===== src/rtl/lisr_pkg.sv =====
// ----------------------------------------------------------------------------
// lisr_pkg: shared types and constants of the stereo linear resampler
// Widths, rate limits, configuration register indexes, controller states
// and the command and status bundles between controller and datapath.
// ----------------------------------------------------------------------------
package lisr_pkg;

  localparam int SAMPLE_W        = 16;
  localparam int RATE_W          = 18;
  localparam int RATE_MIN        = 8000;
  localparam int RATE_MAX        = 192000;
  localparam int RATE_RESET      = 48000;
  localparam int SOURCE_RATE_DEF = 32000;
  localparam int MAX_RESULTS     = 6;
  localparam int CNT_W           = $clog2(MAX_RESULTS + 1);
  localparam int STEP_W          = $clog2(SAMPLE_W);

  localparam int CFG_IDX_W = 1;
  localparam logic [CFG_IDX_W-1:0] CFG_OUTPUT_RATE = 1'd0;
  localparam logic [CFG_IDX_W-1:0] CFG_MUTE        = 1'd1;

  typedef enum logic [2:0] {
    ST_IDLE,
    ST_CHECK,
    ST_MUL,
    ST_DIV,
    ST_EMIT
  } state_t;

  typedef enum logic [1:0] {
    PR_EMPTY,
    PR_ONE,
    PR_FULL
  } prime_t;

  typedef struct packed {
    logic load;       // take the input frame, update frames and phase
    logic mul;        // form |newer - older| * phase in both lanes
    logic div_step;   // one restoring division step in both lanes
    logic emit;       // write the result register, advance the phase
    logic emit_last;  // the written result closes this input's run
  } cmd_t;

  typedef struct packed {
    logic primed0;    // no frame held yet
    logic more;       // phase below rate
    logic last_hint;  // phase plus source rate reaches rate
    logic out_free;   // result register can take a new item
  } sts_t;

endpackage


===== src/rtl/lisr_lane.sv =====
// ----------------------------------------------------------------------------
// lisr_lane: one channel of the interpolator
// Registered magnitude multiply, then a restoring divider that retires one
// quotient bit per step; the signed quotient is added to the older sample.
// ----------------------------------------------------------------------------
module lisr_lane (
  input  logic                          clk,
  input  logic                          mul_en,
  input  logic                          step_en,
  input  logic                          mute,
  input  logic [lisr_pkg::SAMPLE_W-1:0] older,
  input  logic [lisr_pkg::SAMPLE_W-1:0] newer,
  input  logic [lisr_pkg::RATE_W-1:0]   phase,
  input  logic [lisr_pkg::RATE_W-1:0]   divisor,
  output logic [lisr_pkg::SAMPLE_W-1:0] sample
);

  localparam int SW = lisr_pkg::SAMPLE_W;
  localparam int RW = lisr_pkg::RATE_W;

  logic [SW:0]    diff;
  logic [SW:0]    diff_neg;
  logic [SW-1:0]  mag;
  logic [SW+RW-1:0] prod;
  logic [RW:0]    trial;
  logic [RW:0]    trial_sub;
  logic           fits;
  logic [SW:0]    quo_ext;
  logic [SW:0]    quo_s;
  logic [SW:0]    sum;

  logic           sign_r;
  logic [RW-1:0]  rem_r;
  logic [SW-1:0]  quo_r;

  assign diff     = {newer[SW-1], newer} - {older[SW-1], older};
  assign diff_neg = '0 - diff;
  assign mag      = diff[SW] ? diff_neg[SW-1:0] : diff[SW-1:0];
  assign prod     = (SW+RW)'(mag) * (SW+RW)'(phase);

  // the quotient stays below 2**SW, so the upper product bits start below the divisor
  assign trial     = {rem_r, quo_r[SW-1]};
  assign fits      = trial >= {1'b0, divisor};
  assign trial_sub = trial - {1'b0, divisor};

  always_ff @(posedge clk) begin
    if (mul_en) begin
      sign_r <= diff[SW];
      rem_r  <= prod[SW+RW-1:SW];
      quo_r  <= prod[SW-1:0];
    end else if (step_en) begin
      rem_r  <= fits ? trial_sub[RW-1:0] : trial[RW-1:0];
      quo_r  <= {quo_r[SW-2:0], fits};
    end
  end

  assign quo_ext = {1'b0, quo_r};
  assign quo_s   = sign_r ? ('0 - quo_ext) : quo_ext;
  assign sum     = {older[SW-1], older} + quo_s;
  assign sample  = mute ? '0 : sum[SW-1:0];

endmodule


===== src/rtl/lisr_dp.sv =====
// ----------------------------------------------------------------------------
// lisr_dp: resampler datapath
// Frame pair, phase accumulator, priming state, two interpolation lanes
// and the result register.
// ----------------------------------------------------------------------------
module lisr_dp #(
  parameter int SOURCE_RATE = lisr_pkg::SOURCE_RATE_DEF
) (
  input  logic                          clk,
  input  logic                          rst_n,
  input  lisr_pkg::cmd_t                cmd,
  input  logic [lisr_pkg::SAMPLE_W-1:0] in_right,
  input  logic [lisr_pkg::SAMPLE_W-1:0] in_left,
  input  logic [lisr_pkg::RATE_W-1:0]   rate,
  input  logic                          mute,
  input  logic                          out_ready,
  output lisr_pkg::sts_t                sts,
  output logic                          out_valid,
  output logic [lisr_pkg::SAMPLE_W-1:0] out_left,
  output logic [lisr_pkg::SAMPLE_W-1:0] out_right,
  output logic                          out_last
);

  localparam int SW = lisr_pkg::SAMPLE_W;
  localparam int RW = lisr_pkg::RATE_W;
  localparam int PW = $clog2(lisr_pkg::RATE_MAX + SOURCE_RATE);
  localparam logic [PW:0] SR_EXT = (PW+1)'(SOURCE_RATE);

  lisr_pkg::prime_t primed_r;
  logic [PW-1:0]    phase_r;
  logic             out_valid_r;
  logic [SW-1:0]    older_r_r, older_l_r, newer_r_r, newer_l_r;
  logic [SW-1:0]    out_left_r, out_right_r;
  logic             out_last_r;

  logic [PW-1:0]    rate_ext;
  logic [PW-1:0]    phase_sub;
  logic [PW:0]      phase_sum;
  logic [SW-1:0]    lane_l, lane_r;

  assign rate_ext  = PW'(rate);
  assign phase_sub = (phase_r >= rate_ext) ? phase_r - rate_ext : '0;
  assign phase_sum = {1'b0, phase_r} + SR_EXT;

  assign sts.primed0   = primed_r == lisr_pkg::PR_EMPTY;
  assign sts.more      = phase_r < rate_ext;
  assign sts.last_hint = phase_sum >= {1'b0, rate_ext};
  assign sts.out_free  = !out_valid_r || out_ready;

  always_ff @(posedge clk) begin
    if (!rst_n) begin
      primed_r    <= lisr_pkg::PR_EMPTY;
      phase_r     <= '0;
      out_valid_r <= 1'b0;
    end else begin
      if (cmd.load) begin
        unique case (primed_r)
          lisr_pkg::PR_EMPTY: primed_r <= lisr_pkg::PR_ONE;
          lisr_pkg::PR_ONE:   primed_r <= lisr_pkg::PR_FULL;
          default:            phase_r  <= phase_sub;
        endcase
      end else if (cmd.emit) begin
        phase_r <= phase_sum[PW-1:0];
      end
      if (cmd.emit) begin
        out_valid_r <= 1'b1;
      end else if (out_ready) begin
        out_valid_r <= 1'b0;
      end
    end
  end

  always_ff @(posedge clk) begin
    if (cmd.load) begin
      unique case (primed_r)
        lisr_pkg::PR_EMPTY: begin
          older_r_r <= in_right;
          older_l_r <= in_left;
        end
        lisr_pkg::PR_ONE: begin
          newer_r_r <= in_right;
          newer_l_r <= in_left;
        end
        default: begin
          older_r_r <= newer_r_r;
          older_l_r <= newer_l_r;
          newer_r_r <= in_right;
          newer_l_r <= in_left;
        end
      endcase
    end
    if (cmd.emit) begin
      out_left_r  <= lane_l;
      out_right_r <= lane_r;
      out_last_r  <= cmd.emit_last;
    end
  end

  lisr_lane u_lane_left (
    .clk     (clk),
    .mul_en  (cmd.mul),
    .step_en (cmd.div_step),
    .mute    (mute),
    .older   (older_l_r),
    .newer   (newer_l_r),
    .phase   (phase_r[RW-1:0]),
    .divisor (rate),
    .sample  (lane_l)
  );

  lisr_lane u_lane_right (
    .clk     (clk),
    .mul_en  (cmd.mul),
    .step_en (cmd.div_step),
    .mute    (mute),
    .older   (older_r_r),
    .newer   (newer_r_r),
    .phase   (phase_r[RW-1:0]),
    .divisor (rate),
    .sample  (lane_r)
  );

  assign out_valid = out_valid_r;
  assign out_left  = out_left_r;
  assign out_right = out_right_r;
  assign out_last  = out_last_r;

endmodule


===== src/rtl/lisr_ctrl.sv =====
// ----------------------------------------------------------------------------
// lisr_ctrl: resampler sequencer
// Takes one input item, then loops check / multiply / divide / emit until
// the phase reaches the rate or the per-item result cap is hit.
// ----------------------------------------------------------------------------
module lisr_ctrl (
  input  logic           clk,
  input  logic           rst_n,
  input  logic           in_valid,
  output logic           in_ready,
  input  lisr_pkg::sts_t sts,
  output lisr_pkg::cmd_t cmd
);

  localparam int CW = lisr_pkg::CNT_W;
  localparam int TW = lisr_pkg::STEP_W;

  lisr_pkg::state_t state_r, state_nxt;
  logic [CW-1:0]    cnt_r, cnt_nxt;
  logic [TW-1:0]    step_r, step_nxt;

  always_ff @(posedge clk) begin
    if (!rst_n) begin
      state_r <= lisr_pkg::ST_IDLE;
      cnt_r   <= '0;
      step_r  <= '0;
    end else begin
      state_r <= state_nxt;
      cnt_r   <= cnt_nxt;
      step_r  <= step_nxt;
    end
  end

  always_comb begin
    state_nxt = state_r;
    cnt_nxt   = cnt_r;
    step_nxt  = step_r;
    cmd       = '0;
    in_ready  = 1'b0;
    unique case (state_r)
      lisr_pkg::ST_IDLE: begin
        in_ready = 1'b1;
        if (in_valid) begin
          cmd.load  = 1'b1;
          cnt_nxt   = '0;
          // first frame after reset only primes the pair
          state_nxt = sts.primed0 ? lisr_pkg::ST_IDLE : lisr_pkg::ST_CHECK;
        end
      end
      lisr_pkg::ST_CHECK: begin
        if (sts.more && cnt_r != CW'(lisr_pkg::MAX_RESULTS)) begin
          state_nxt = lisr_pkg::ST_MUL;
        end else begin
          state_nxt = lisr_pkg::ST_IDLE;
        end
      end
      lisr_pkg::ST_MUL: begin
        cmd.mul   = 1'b1;
        step_nxt  = '0;
        state_nxt = lisr_pkg::ST_DIV;
      end
      lisr_pkg::ST_DIV: begin
        cmd.div_step = 1'b1;
        if (step_r == TW'(lisr_pkg::SAMPLE_W - 1)) begin
          state_nxt = lisr_pkg::ST_EMIT;
        end else begin
          step_nxt = step_r + 1'b1;
        end
      end
      lisr_pkg::ST_EMIT: begin
        // hold until the result register frees up
        if (sts.out_free) begin
          cmd.emit      = 1'b1;
          cmd.emit_last = sts.last_hint ||
                          (cnt_r == CW'(lisr_pkg::MAX_RESULTS - 1));
          cnt_nxt       = cnt_r + 1'b1;
          state_nxt     = lisr_pkg::ST_CHECK;
        end
      end
      default: state_nxt = lisr_pkg::ST_IDLE;
    endcase
  end

endmodule


===== src/rtl/linear_interp_stereo_resampler.sv =====
// ----------------------------------------------------------------------------
// linear_interp_stereo_resampler: stereo linear-interpolation rate converter
// Usage:
//   in_*   : one source frame per item, taken when in_tvalid and in_tready.
//   out_*  : zero to six interpolated frames per input item, in order; tlast
//            marks the final frame caused by that input.
//   cfg_*  : register 0 output rate (clamped to 8000..192000), register 1
//            mute. Write only while the block is idle.
// Timing: the first frame after reset primes the pair and yields nothing.
//   Each result takes a check, a registered multiply, 16 steps
//   of each lane's restoring divider and the emit; both channels run
//   in parallel lanes.
//   Results sit in an output register; while the receiver stalls the
//   sequencer holds at the emit step, and in_tready stays low until the
//   item's last result has been written there.
// Reset: synchronous, active low; clears the frame priming, the phase, the
//   result valid flag and the configuration registers to their defaults.
// ----------------------------------------------------------------------------
module linear_interp_stereo_resampler #(
  parameter int SOURCE_RATE = lisr_pkg::SOURCE_RATE_DEF
) (
  input  logic                           clk,
  input  logic                           rst_n,
  input  logic                           in_tvalid,
  output logic                           in_tready,
  input  logic [31:0]                    in_tdata,   // right_sample, left_sample
  output logic                           out_tvalid,
  input  logic                           out_tready,
  output logic [31:0]                    out_tdata,  // left_out, right_out
  output logic                           out_tlast,
  input  logic                           cfg_wr_en,
  input  logic [lisr_pkg::CFG_IDX_W-1:0] cfg_index,
  input  logic [lisr_pkg::RATE_W-1:0]    cfg_wdata
);

  localparam int SW = lisr_pkg::SAMPLE_W;
  localparam int RW = lisr_pkg::RATE_W;

  logic [RW-1:0]   output_rate_r;
  logic            mute_r;
  logic [RW-1:0]   rate_eff;
  logic [SW-1:0]   out_left, out_right;
  lisr_pkg::cmd_t  cmd;
  lisr_pkg::sts_t  sts;

  always_ff @(posedge clk) begin
    if (!rst_n) begin
      output_rate_r <= RW'(lisr_pkg::RATE_RESET);
      mute_r        <= 1'b0;
    end else if (cfg_wr_en) begin
      unique case (cfg_index)
        lisr_pkg::CFG_OUTPUT_RATE: output_rate_r <= cfg_wdata;
        lisr_pkg::CFG_MUTE:        mute_r        <= cfg_wdata[0];
        default: ;
      endcase
    end
  end

  always_comb begin
    priority if (output_rate_r < RW'(lisr_pkg::RATE_MIN)) begin
      rate_eff = RW'(lisr_pkg::RATE_MIN);
    end else if (output_rate_r > RW'(lisr_pkg::RATE_MAX)) begin
      rate_eff = RW'(lisr_pkg::RATE_MAX);
    end else begin
      rate_eff = output_rate_r;
    end
  end

  lisr_ctrl u_ctrl (
    .clk      (clk),
    .rst_n    (rst_n),
    .in_valid (in_tvalid),
    .in_ready (in_tready),
    .sts      (sts),
    .cmd      (cmd)
  );

  lisr_dp #(
    .SOURCE_RATE (SOURCE_RATE)
  ) u_dp (
    .clk       (clk),
    .rst_n     (rst_n),
    .cmd       (cmd),
    .in_right  (in_tdata[SW-1:0]),
    .in_left   (in_tdata[2*SW-1:SW]),
    .rate      (rate_eff),
    .mute      (mute_r),
    .out_ready (out_tready),
    .sts       (sts),
    .out_valid (out_tvalid),
    .out_left  (out_left),
    .out_right (out_right),
    .out_last  (out_tlast)
  );

  assign out_tdata = {out_right, out_left};

  // a result is only formed while the phase is still below the rate
  assert property (@(posedge clk) disable iff (!rst_n) cmd.emit |-> sts.more)
    else $error("result emitted with phase at or above rate");

  // the result register is never overwritten while still unaccepted
  assert property (@(posedge clk) disable iff (!rst_n) cmd.emit |-> sts.out_free)
    else $error("result register overwritten");

  // the priming frame produces no work, so the next item is taken at once
  assert property (@(posedge clk) disable iff (!rst_n)
                   (in_tvalid && in_tready && sts.primed0) |=> in_tready)
    else $error("priming frame started a run");

  // the input side stays closed while a run is in progress
  assert property (@(posedge clk) disable iff (!rst_n)
                   (cmd.mul || cmd.div_step || cmd.emit) |-> !in_tready)
    else $error("input accepted during a run");

endmodule

===== config.mk =====
export PLATFORM = sky130hd
export DESIGN_NAME = linear_interp_stereo_resampler
export DESIGN_NICKNAME = d
export VERILOG_FILES = /design/src/rtl/lisr_pkg.sv /design/src/rtl/lisr_lane.sv /design/src/rtl/lisr_dp.sv /design/src/rtl/lisr_ctrl.sv /design/src/rtl/linear_interp_stereo_resampler.sv
export SDC_FILE = /design/constraint.sdc
export NUM_CORES = 2
export LEC_CHECK = 0
export BUFFER_PORTS_ARGS = -buffer_cell sky130_fd_sc_hd__buf_2
export CAP_MARGIN = 10
export CORE_ASPECT_RATIO = 0.9
export CORE_MARGIN = 1
export CORE_UTILIZATION = 50
export CTS_CLUSTER_DIAMETER = 150
export DETAILED_ROUTE_END_ITERATION = 10
export PLACE_DENSITY = 0.74
export SLEW_MARGIN = 20
export SYNTH_ARGS = -nofsm -noshare
export SYNTH_HDL_FRONTEND = slang
export SYNTH_SLANG_ARGS = --single-unit

===== constraint.sdc =====
create_clock -name clk -period 11.6 [get_ports clk]
set_clock_uncertainty 0.1 [all_clocks]
set_input_delay 0.58 -clock clk [delete_from_list [all_inputs] [get_ports clk]]
set_output_delay 0.58 -clock clk [all_outputs]
set_load 0.01 [all_outputs]

==> summary.md <==
| Metric | Value |
|---|---|
| CP peak stage delay | 0.88 ns |
| Slew Limit Headroom | 24.66% |
| Tmin final | 10.30 ns |
| DRT antenna net count | 0 |
| Clk buf depth | 3 |
| Vias per std cell | 5.695 |
| Port Buffers | 90 |
| Synth top area cells | fa_1 (26%), edfxtp_1 (15%), ha_1 (13%) |
| Placed cell count | 4733 |
| I/O pins | 91 |
| Share of Yosys cell area claimed by the top area cell type | 26.29% |
| Hold_buf cts | 0 |
| Vias | 27230 |
| CORE AREA | 67450 um^2 |
| Worst Hold Launch | in_tdata[29] |
| Die height | 250.6 um |
| Wire per inst | 18.28 um |
| Syn-to-layout area delta | 6.539% |
| Register area | 6018 um^2 |
| Final worst path period share | 88.79% |
| Fraction of registers with async set/reset | 0% |
| Critical path startpoint | u_dp.newer_r_r[0]$_DFFE_PP_ |
| DPL Wire Length | 65920 um |
| Outcome | finished, final reports clean |
| Post-CTS Setup Bufs | 0 |
| Fillers | 6019 |
| PwrDens | 128.0 nW/um^2 |
| Yosys warning count | 0 |
| Clock slew seen by the registers of the worst setup and hold paths | 0.07 ns |
| Die span in x | 278.3 um |
| Final Wtd Congestion | 0.9167 |
| Leakage | 17.92 nW |
| Die area | 69740 um^2 |
| Post-Layout Cell Count | 4781 |
| Vias in the first global route | 27210 |
| Most used cell, CP | fa_1 |
| Ant diodes | 0 |
| Congestion Overflow GR | 0 |
| Fin Setup TNS | 0 ns |
| Actual slew at the worst max-slew pin | 1.130 ns |
| Ys flop type | edfxtp_1 |
| Req. time, crit path | 11.78 ns |
| Initial DRC count | 1922 |
| Slack of the worst reg-to-reg path | 1.30 ns |
| Synth Area per Inst | 8.895 um^2 |
| Startpoint types | flip-flop |
| Largest net degree at the start of global routing | 69 |
| Worst min-delay path class | in2reg |
| Post-layout util | 54.25% |
| Gates resized, CTS repair | 0 |
| Crit-path slowest cell | xor2_2 |
| Post-Synthesis Cells | 3861 |
| TritonCTS Buffers | 26 |
| Overall Power | 0.004682 W |
| Post-Syn Area | 34340 um^2 |
| Initial antenna violation count | 1 |
| Row count | 90 |
| Root buf cell | clkbuf_16 |
| H-tree Lvls | 1 |
| Layout cells sized above 1 | 6.834% |
| Synth unique cells | 86 |
| Num Clock Sinks | 217 |
| CTS tree | done |
| Design area | 36590 um^2 |
| Max_cap viols | 0 |
| Clock latency on the worst-skew pair | 0.60 ns |
| Max Slew Vio Count | 0 |
| First-pass GRT wire length | 142900 um |
| Syn_nets | 4716 |
| Nets@finish | 4742 |
| Max Freq | 97.09 MHz |
| Drt pass-1 iters | 5 |
| CP Class | reg2reg |
| Post-Route WL | 87420 um |
| Number of synthesized flops with an enable pin | 167 |
| Synth area leader | fa_1 |
| Commonest cells after routing, fill and taps aside | inv_1 (621), nand2_1 (582), fa_1 (451), ha_1 (348), nor2_1 (179) |
| Setup violations, final | 0 |
| CP Capture Type | flip-flop |
| GRT Overall Usage | 25.45% |
| Worst r2r src | u_dp.newer_r_r[0]$_DFFE_PP_ |
| Critical-path maximum fanout | 18 |
| Peak supply drop | 0.1134 mV |
| Sequential fraction of the synthesis area | 17.52% |
| Worst Path Arrival | 10.48 ns |
| Commonest non-fill, non-tap cell in the layout | inv_1 |
| Unrepaired setup endpoints after global routing | false |
| DP Area | 35730 um^2 |
| # DRC | 0 |
| Synthesized flop and latch total | 217 |
| Area of the multi-input gates | 25420 um^2 |
| Initial Utilization | 50.92% |
| Final Hold Vio Count | 0 |
==> area by class of cell <==
cell class / instances / share of cell area [%]
clock buffer: 36 / 2.079
inverter: 626 / 6.422
clock inverter: 12 / 0.2736
sequential: 217 / 16.45
tap: 874 / 2.989
timing repair buffer: 143 / 2.318
multi-input combinational: 2873 / 69.47
==> critical path, delay by kind of cell (launching register included) <==
family	cells	cell delay, ns
adders and majority gates	9	3.94
AOI/OAI and AO/OA	12	3.21
xor gates and xnor gates	2	1.05
and+or+nand+nor	6	0.84
buffers and inverters	7	0.50
DFF	1	0.36
==> cells in the mapped netlist (10+ instances only) <==
master	count
a211oi_1	23
nand3_1	60
o21ai_0	130
a221oi_1	14
dfxtp_1	50
a21o_1	47
xor2_1	56
buf_2	20
nor2b_1	52
o21a_1	31
o31ai_1	24
xnor2_1	130
a22oi_1	10
or3_1	12
ha_1	348
a21oi_1	176
a31oi_1	20
nor3_1	60
xnor2_2	13
and3_1	10
mux2_2	28
inv_1	623
edfxtp_1	167
nor2_1	181
o21bai_1	22
clkbuf_1	106
nand2_1	582
fa_1	451
nand2b_1	45
and2_1	167
nand4_1	18
o211ai_1	10
==> registers in the layout (all words and copies together), names as in the netlist, 3 cells and up <==
register and count:
output_rate_r 18, u_dp.phase_r 18, u_dp.u_lane_left.rem_r 18, u_dp.u_lane_right.rem_r 18, u_dp.newer_l_r 16, u_dp.newer_r_r 16
u_dp.older_l_r 16, u_dp.older_r_r 16, u_dp.out_left 16, u_dp.out_right 16, u_dp.u_lane_left.quo_r 16, u_dp.u_lane_right.quo_r 16
u_ctrl.step_r 4, u_ctrl.cnt_r 3, u_ctrl.state_r 3
==> worst paths after layout <==
| kind | to | depth (start not counted) |
|---|---|---|
| max | u_dp.u_lane_right.rem_r[9]$_DFFE_PP_ | 36 |
| min | u_dp.newer_l_r[13]$_DFFE_PP_ | 1 |
| max reg2reg | u_dp.u_lane_right.rem_r[9]$_DFFE_PP_ | 36 |
| min reg2reg | output_rate_r[6]$_SDFFE_PN0P_ | 2 |
==> through the flow <==
step / setup slack (ns) / hold slack (ns)
after global placement: 1.515 / 0.3608
after CTS: 1.365 / 0.06346
after detailed placement: 1.414 / 0.3661
after floorplan: 2.860 / 0.3449
final: 1.300 / 0.08472
after global routing: 0.5466 / 0.07240
==> cells by family after synthesis <==
kind of cell / after synthesis / synth area share, %
AOI/OAI and AO/OA: 602 / 11.47
xor gates and xnor gates: 201 / 5.454
muxes: 33 / 1.064
adders and majority gates: 799 / 38.97
and+or+nand+nor: 1238 / 16.89
buffers and inverters: 771 / 8.641
DFF: 217 / 17.52
==> power breakdown <==
part | internal (W) | leakage, nW | switching (W) | total, W
combinational | 0.000934 | 15.6 | 0.00182 | 0.00275
clock | 0.000481 | 0.420 | 0.000366 | 0.000847
sequential | 0.00101 | 1.95 | 0.0000798 | 0.00109
total | 0.00242 | 17.9 | 0.00226 | 0.00468
==> routing by layer <==
| metal | up-vias | part of all wire, % | GRT usage (%) |
|---|---|---|---|
| met5 | - | 0.010 | 0 |
| met4 | 2 | 3.2 | 7.372 |
| met3 | 163 | 6.8 | 3.171 |
| met2 | 951 | 46 | 41.37 |
| met1 | 13500 | 44 | 35.59 |
| li1 | 12610 | - | - |
Note: power is estimated with default switching activity, not from simulation.
